### src/hdl/psc_pkg.sv
// ============================================================================
// psc_pkg: shared definitions for the palindromic substring counter
// Field widths, the saturation limit of the running count and the result type.
// ============================================================================
package psc_pkg;

	// Width of one string byte.
	localparam int unsigned SYM_W = 8;

	// Width of the palindrome count and its saturation value.
	localparam int unsigned TOTAL_W = 16;
	localparam logic [TOTAL_W-1:0] TOTAL_MAX = '1;

	// One result transfer: the count and the too-long flag.
	typedef struct packed {
		logic               too_long;
		logic [TOTAL_W-1:0] total_palindromes;
	} psc_result_t;

endpackage : psc_pkg

### src/hdl/psc_ram.sv
// ============================================================================
// psc_ram: generic simple dual-port RAM
// One write port and one read port, read data registered.
// ============================================================================
module psc_ram #(
	parameter int unsigned WIDTH = 8,
	parameter int unsigned DEPTH = 256
) (
	input  logic                     clk,
	input  logic                     wr_en,
	input  logic [$clog2(DEPTH)-1:0] wr_addr,
	input  logic [WIDTH-1:0]         wr_data,
	input  logic [$clog2(DEPTH)-1:0] rd_addr,
	output logic [WIDTH-1:0]         rd_data
);

	logic [WIDTH-1:0] mem_q [DEPTH];

	// Write port and registered read port.
	always_ff @(posedge clk) begin
		if (wr_en) begin
			mem_q[wr_addr] <= wr_data;
		end
		rd_data <= mem_q[rd_addr];
	end

endmodule : psc_ram

### src/hdl/palindromic_substring_counter_top.sv
// ============================================================================
// palindromic_substring_counter_top: counts palindromic substrings of a string
// Bytes arrive one per transfer; the transfer with tlast returns the number of
// palindromic substrings of the whole string (every occurrence counted) and a
// flag set when the string ran past MAX_LEN bytes.
// ============================================================================
//
//  Channel  Dir  tdata                     tuser       tlast
//  s_axis   in   [7:0] symbol              -           last_symbol
//  m_axis   out  [15:0] total_palindromes  [0] too_long  -
//
//  A byte at position p (from 0) is accepted, then the candidate lengths from
//  p+1 down to one are scanned one per cycle through the byte RAM and the
//  mask RAM, then the read pipeline drains. A byte beyond MAX_LEN is not
//  stored or scanned. After the last byte the result register is loaded; it
//  waits there if m_axis stalls while the next string is already being accepted.
//  Reset clears the counters only; no RAM clearing pass is needed, since a
//  string only reads entries it has written itself.
// ============================================================================
module palindromic_substring_counter_top #(
	parameter int unsigned MAX_LEN = 256
) (
	input  logic        clk,
	input  logic        arst_n,
	// Input byte stream.
	input  logic        s_axis_tvalid,
	output logic        s_axis_tready,
	input  logic [7:0]  s_axis_tdata,   // [7:0] symbol
	input  logic        s_axis_tlast,   // last_symbol
	// Result stream.
	output logic        m_axis_tvalid,
	input  logic        m_axis_tready,
	output logic [15:0] m_axis_tdata,   // [15:0] total_palindromes
	output logic [0:0]  m_axis_tuser    // [0] too_long
);

	import psc_pkg::*;

	localparam int unsigned AW = $clog2(MAX_LEN);
	localparam int unsigned PW = $clog2(MAX_LEN + 1);
	localparam logic [PW-1:0] LEN_MAX = PW'(MAX_LEN);

	typedef enum logic [1:0] {
		ST_IDLE,
		ST_SCAN,
		ST_DRAIN,
		ST_FINISH
	} state_t;

	state_t             state_q;
	logic [PW-1:0]      bytes_seen_q;
	logic [PW-1:0]      pos_q;
	logic [PW-1:0]      len_q;
	logic [SYM_W-1:0]   sym_q;
	logic               last_q;
	logic [TOTAL_W-1:0] total_q;
	logic               overflow_q;
	logic               vld_s1;
	logic [PW-1:0]      len_s1;
	psc_result_t        result_q;
	logic               out_valid_q;

	logic               in_xfer;
	logic               out_xfer;
	logic               in_range;
	logic               byte_wr_en;
	logic [AW-1:0]      byte_rd_addr;
	logic [AW-1:0]      mask_rd_addr;
	logic [AW-1:0]      mask_wr_addr;
	logic [SYM_W-1:0]   byte_rd_data;
	logic [0:0]         mask_rd_data;
	logic               ends_c;
	logic               out_free;

	// Handshakes.
	assign s_axis_tready = (state_q == ST_IDLE);
	assign in_xfer       = s_axis_tvalid && s_axis_tready;
	assign out_xfer      = out_valid_q && m_axis_tready;
	assign out_free      = !out_valid_q || m_axis_tready;
	assign in_range      = (bytes_seen_q < LEN_MAX);

	// Byte RAM: the string is stored at its own positions.
	assign byte_wr_en   = in_xfer && in_range;
	assign byte_rd_addr = AW'(pos_q - len_q + PW'(1));

	psc_ram #(
		.WIDTH (SYM_W),
		.DEPTH (MAX_LEN)
	) u_byte_ram (
		.clk     (clk),
		.wr_en   (byte_wr_en),
		.wr_addr (bytes_seen_q[AW-1:0]),
		.wr_data (s_axis_tdata),
		.rd_addr (byte_rd_addr),
		.rd_data (byte_rd_data)
	);

	// Mask RAM: entry L-1 is set when a palindrome of length L ends at the
	// newest byte. Lengths are scanned downward, so entry L-3 is read before
	// the current byte rewrites it.
	assign mask_rd_addr = AW'(len_q - PW'(3));
	assign mask_wr_addr = AW'(len_s1 - PW'(1));

	psc_ram #(
		.WIDTH (1),
		.DEPTH (MAX_LEN)
	) u_mask_ram (
		.clk     (clk),
		.wr_en   (vld_s1),
		.wr_addr (mask_wr_addr),
		.wr_data (ends_c),
		.rd_addr (mask_rd_addr),
		.rd_data (mask_rd_data)
	);

	// Does a palindrome of length len_s1 end at the current byte?
	always_comb begin
		if (len_s1 == PW'(1)) begin
			ends_c = 1'b1;
		end else if (len_s1 == PW'(2)) begin
			ends_c = (sym_q == byte_rd_data);
		end else begin
			ends_c = (sym_q == byte_rd_data) && mask_rd_data[0];
		end
	end

	// Sequencer, counters and result register.
	always_ff @(posedge clk or negedge arst_n) begin
		if (!arst_n) begin
			state_q      <= ST_IDLE;
			bytes_seen_q <= '0;
			pos_q        <= '0;
			len_q        <= '0;
			sym_q        <= '0;
			last_q       <= 1'b0;
			total_q      <= '0;
			overflow_q   <= 1'b0;
			vld_s1       <= 1'b0;
			len_s1       <= '0;
			result_q     <= '0;
			out_valid_q  <= 1'b0;
		end else begin
			// Result register empties on its transfer.
			if (out_xfer) begin
				out_valid_q <= 1'b0;
			end

			// Compare stage: one length per cycle, saturating count.
			vld_s1 <= 1'b0;
			if (vld_s1 && ends_c && (total_q != TOTAL_MAX)) begin
				total_q <= total_q + TOTAL_W'(1);
			end

			unique case (state_q)
				ST_IDLE: begin
					if (in_xfer) begin
						sym_q  <= s_axis_tdata;
						last_q <= s_axis_tlast;
						if (in_range) begin
							pos_q        <= bytes_seen_q;
							len_q        <= bytes_seen_q + PW'(1);
							bytes_seen_q <= bytes_seen_q + PW'(1);
							state_q      <= ST_SCAN;
						end else begin
							overflow_q <= 1'b1;
							if (s_axis_tlast) begin
								state_q <= ST_FINISH;
							end
						end
					end
				end
				ST_SCAN: begin
					vld_s1 <= 1'b1;
					len_s1 <= len_q;
					len_q  <= len_q - PW'(1);
					if (len_q == PW'(1)) begin
						state_q <= ST_DRAIN;
					end
				end
				ST_DRAIN: begin
					state_q <= last_q ? ST_FINISH : ST_IDLE;
				end
				ST_FINISH: begin
					if (out_free) begin
						result_q.total_palindromes <= total_q;
						result_q.too_long          <= overflow_q;
						out_valid_q                <= 1'b1;
						bytes_seen_q               <= '0;
						total_q                    <= '0;
						overflow_q                 <= 1'b0;
						state_q                    <= ST_IDLE;
					end
				end
				default: begin
					state_q <= ST_IDLE;
				end
			endcase
		end
	end

	// Output port.
	assign m_axis_tvalid   = out_valid_q;
	assign m_axis_tdata    = result_q.total_palindromes;
	assign m_axis_tuser[0] = result_q.too_long;

	// ------------------------------------------------------------------------
	// Assertions
	// ------------------------------------------------------------------------

	// The byte counter never passes the string limit.
	a_seen_bound: assert property (@(posedge clk) disable iff (!arst_n)
		bytes_seen_q <= LEN_MAX)
		else $error("bytes_seen exceeds MAX_LEN");

	// Scanned lengths stay between one and the byte's position plus one.
	a_scan_len: assert property (@(posedge clk) disable iff (!arst_n)
		(state_q == ST_SCAN) |-> (len_q != '0) && (len_q <= pos_q + PW'(1)))
		else $error("scan length out of range");

	// The compare stage is empty whenever a new byte can be taken.
	a_drained: assert property (@(posedge clk) disable iff (!arst_n)
		(state_q == ST_IDLE) |-> !vld_s1)
		else $error("compare stage busy while idle");

	// The result is loaded only into a free output register.
	a_no_overwrite: assert property (@(posedge clk) disable iff (!arst_n)
		(state_q == ST_FINISH) && out_valid_q && !m_axis_tready |=>
			(state_q == ST_FINISH))
		else $error("result register overwritten");

	// After a result the counters start over.
	a_clear: assert property (@(posedge clk) disable iff (!arst_n)
		(state_q == ST_FINISH) && out_free |=>
			(bytes_seen_q == '0) && (total_q == '0) && !overflow_q)
		else $error("state not cleared after result");

endmodule : palindromic_substring_counter_top

### config.mk
export PLATFORM = sky130hd
export DESIGN_NAME = palindromic_substring_counter_top
export DESIGN_NICKNAME = d
export VERILOG_FILES = /design/src/hdl/psc_pkg.sv /design/src/hdl/psc_ram.sv /design/src/hdl/palindromic_substring_counter_top.sv
export SDC_FILE = /design/constraint.sdc
export NUM_CORES = 2
export LEC_CHECK = 0
export BUFFER_PORTS_ARGS = -buffer_cell sky130_fd_sc_hd__buf_2
export CAP_MARGIN = 25
export CELL_PAD_IN_SITES_DETAIL_PLACEMENT = 1
export CELL_PAD_IN_SITES_GLOBAL_PLACEMENT = 1
export CORE_MARGIN = 2
export CORE_UTILIZATION = 55
export DETAILED_ROUTE_END_ITERATION = 6
export PLACE_DENSITY = 0.83
export SLEW_MARGIN = 10
export SYNTH_ARGS = -nofsm -noshare
export SYNTH_HDL_FRONTEND = slang
export SYNTH_HIERARCHICAL = 1
export SYNTH_SLANG_ARGS = --single-unit
### constraint.sdc
create_clock -name clk -period 8.75 [get_ports clk]
set_input_delay 0 -clock clk [delete_from_list [all_inputs] [get_ports clk]]
set_output_delay 0 -clock clk [all_outputs]
set_load 0.02 [all_outputs]
==> results.sh <==
export IMPL_hold_path_class="in2async"
export IMPL_synth_edf_count=2304
export IMPL_drc_errors=0
export IMPL_yosys_area_top_type="edfxtp_1"
export IMPL_cpPeakStageDelay_ps=930
export IMPL_final_hold_viol_count=0
export IMPL_use_met3=0.0567
export IMPL_cts_buffers=228
export IMPL_period_share=0.713
export IMPL_outcome="completed"
export IMPL_netlist_area_um2=95100
export IMPL_cp_cell_sequence="clkinv_2, ha_4, ha_4, inv_1, fa_1, nor2b_1, o21ai_0, a21oi_1, o21a_1, nor2_1, xnor2_2, nor2b_1, nor2b_1, a31oi_1, nor4_1, nor4_1"
export IMPL_htreeDepth=4
export IMPL_cp_start_kind="register"
export IMPL_tightest_slew_ps=1140
export IMPL_dp_hpwl_mm=154
export IMPL_netlist_cell_type_count=81
export IMPL_async_flop_share=0.0342
export IMPL_final_cell_mix="2304 x edfxtp_1, 578 x nor2_1, 496 x mux4_2"
export IMPL_end_kind="register"
export IMPL_dieArea_um2=176000
export IMPL_worstPathMaxFanout=23
export IMPL_finalPower_mw=43.8
export IMPL_grt_pass1_wl_mm=382
export IMPL_fp_row_count=152
export IMPL_cp_data_required_time_ps=9490
export IMPL_synth_area_leaders="edfxtp_1 73%, mux4_2 12%, nor2_1 2.3%, dfrtp_1 2.2%, mux2i_1 2.0%"
export IMPL_critPathKind="reg2reg"
export IMPL_ys_seq_area_frac=0.751
export IMPL_pin_count=32
export IMPL_first_pass_iters=6
export IMPL_cap_violations=0
export IMPL_instances_no_fill=7582
export IMPL_ys_flop_type="edfxtp_1"
export IMPL_synth_cells=5007
export IMPL_ant_nets=0
export IMPL_synth_fp_nets=5042
export IMPL_die_y_um=420
export IMPL_clockBufferDepth=3
export IMPL_yosysTopAreaCellShare=0.727
export IMPL_vias=51495
export IMPL_slowest_stage="nor4_1"
export IMPL_yosysWarnings=6
export IMPL_top_usage_layer="met2"
export IMPL_clkTransAtPathRegs_ps=60
export IMPL_met2_usage=0.496
export IMPL_final_nets=5112
export IMPL_via_per_inst=6.79
export IMPL_drv_slew=0
export IMPL_power_density_nw_per_um2=415
export IMPL_fin_crit_ps=6240
export IMPL_area_growth_pct=10.8
export IMPL_finalSetupTns_ps=0
export IMPL_avgSynthCellArea_um2=19.0
export IMPL_max_freq_ghz=0.160
export IMPL_fill_cells=14416
export IMPL_grt_pass1_vias=53450
export IMPL_setup_slack_ps=2510
export IMPL_leakage_nw=33.1
export IMPL_drive_above_1_share=0.191
export IMPL_slew_headroom=0.232
export IMPL_cts_tree="yes"
export IMPL_cts_root_buf="clkbuf_16"
export IMPL_place_congestion=0.882
export IMPL_core_um2=172000
export IMPL_grt_usage=0.301
export IMPL_die_width_um=420
export IMPL_arrival_ps=6990
export IMPL_ys_seq_elements=2395
export IMPL_port_buffers=31
export IMPL_grt_util_met1=0.398
export IMPL_grt_max_degree=120
export IMPL_clk_latency_ps=910
export IMPL_initial_core_util=0.554
export IMPL_clock_sinks=2395
export IMPL_grt_antenna_before_repair=6
export IMPL_rsz0062_at_grt="false"
export IMPL_final_setup_viol_count=0
export IMPL_final_common_cell="edfxtp_1"
export IMPL_fin_skew_ps=73.6
export IMPL_pre_cts_ws_ps=2750
export IMPL_dp_cells=7129
export IMPL_post_cts_resized=0
export IMPL_wire_per_inst_um=34.5
export IMPL_crit_top_cell="nor2b_1"
export IMPL_grt_overflow_total=0
export IMPL_routed_wl_mm=262
export IMPL_ir_drop_mv=0.444
export IMPL_drtIter0Drc=7033
-- worst max-delay path, delay by kind of cell, from the launching register on --
kind,cells,cell delay (ps)
buf+inv,2,530
flops,1,490
xor+xnor,1,890
simple gates,6,2520
fa+ha+maj,3,770
compound gates,4,880
-- routing by layer --
layer	up-vias	wire length, um	part of all wire
met5	-	35	0.00013
met2	3283	129000	0.49
met3	729	25200	0.096
met4	6	13200	0.050
met1	27092	94100	0.36
li1	20385	-	-
-- sequential cells by signal, indices dropped and copies added, names as in the netlist --
register / cells
state_q: 2
overflow_q: 1
bytes_seen_q: 9
last_q: 1
m_axis_tuser: 1
m_axis_tvalid: 1
len_s1: 9
u_mask_ram/rd_data: 1
len_q: 9
u_byte_ram/mem_q: 2048
u_mask_ram/mem_q: 256
sym_q: 8
vld_s1: 1
m_axis_tdata: 16
total_q: 16
pos_q: 8
u_byte_ram/rd_data: 8
-- cells in the mapped netlist, types with 8 or more instances --
cell type,count
mux2i_1,188
nand4_1,14
nor2_1,582
nor3_1,31
buf_8,13
a221oi_1,13
mux4_2,496
o21ai_0,42
xor2_1,9
o22ai_1,52
nor4_1,29
a211oi_1,20
o221ai_1,47
mux2_2,11
ha_1,21
a22oi_1,142
nand2b_1,12
nand2_1,172
edfxtp_1,2304
xnor2_1,27
and3_1,10
buf_1,24
dfrtp_1,82
and2_1,8
buf_6,26
dfxtp_1,9
nand3_1,60
o211ai_1,18
clkbuf_1,163
a31oi_1,9
nor2b_1,42
buf_4,33
buf_12,8
a22o_1,14
buf_2,42
a21oi_1,113
inv_1,28
-- cells by family (layout without fill, tap and decap cells) --
group / Yosys count / count (layout) / share of synthesized area
flops: 2395 / 2395 / 0.751
simple gates: 999 / 999 / 0.0456
mux: 697 / 697 / 0.139
compound gates: 518 / 518 / 0.0379
buf+inv: 340 / 603 / 0.0202
xor+xnor: 36 / 36 / 0.00331
fa+ha+maj: 22 / 22 / 0.00297
other cells: 0 / 2 / 0
-- report_power, final --
group / total (mW) / switching (mW) / internal [mW]
combinational: 20.7 / 13.2 / 7.54
sequential: 13.0 / 0.151 / 12.8
clock: 10.1 / 4.40 / 5.66
total: 43.8 / 17.7 / 26.0
-- what timing repair did --
action	CTS	global route
hold endpoints to repair	872	0
buffers inserted	0	0
hold buffers	17	0
-- layout make-up --
cell class,instances,area (um^2),share of cell area
Antenna cell,2,5.00,0.0000475
Clock buffer,274,5900,0.0560
Tap cell,2310,2890,0.0274
Sequential cell,2395,71400,0.678
Inverter,31,119,0.00113
Clock inverter,149,1710,0.0163
Timing Repair Buffer,149,1410,0.0133
Multi-Input combinational cell,2272,21900,0.208
-- worst paths after layout --
kind                                 start                     to  slack [ps]  cells after the start
setup / recovery                  len_q[0]  u_byte_ram/rd_data[5]        2510                     16
hold / removal                      arst_n        m_axis_tdata[0]         130                      4
setup reg to reg                  len_q[0]  u_byte_ram/rd_data[5]        2510                     16
hold reg to reg            m_axis_tdata[5]        m_axis_tdata[5]         470                      2
max in group asynchronous           arst_n               sym_q[0]        7750                      4
min in group clk             m_axis_tready          m_axis_tvalid         160                      4
-- through the flow --
stage / utilization / cell area [um^2] / hold slack [ps]
global route: 0.614 / 105000 / 170
finish: 0.614 / 105000 / 133
floorplan: - / 95100 / -296
CTS: 0.612 / 105000 / 120
global placement: 0.567 / 97300 / -73.5
detailed placement: 0.567 / 97400 / -79.0
Note: power is estimated with default switching activity, not from simulation.
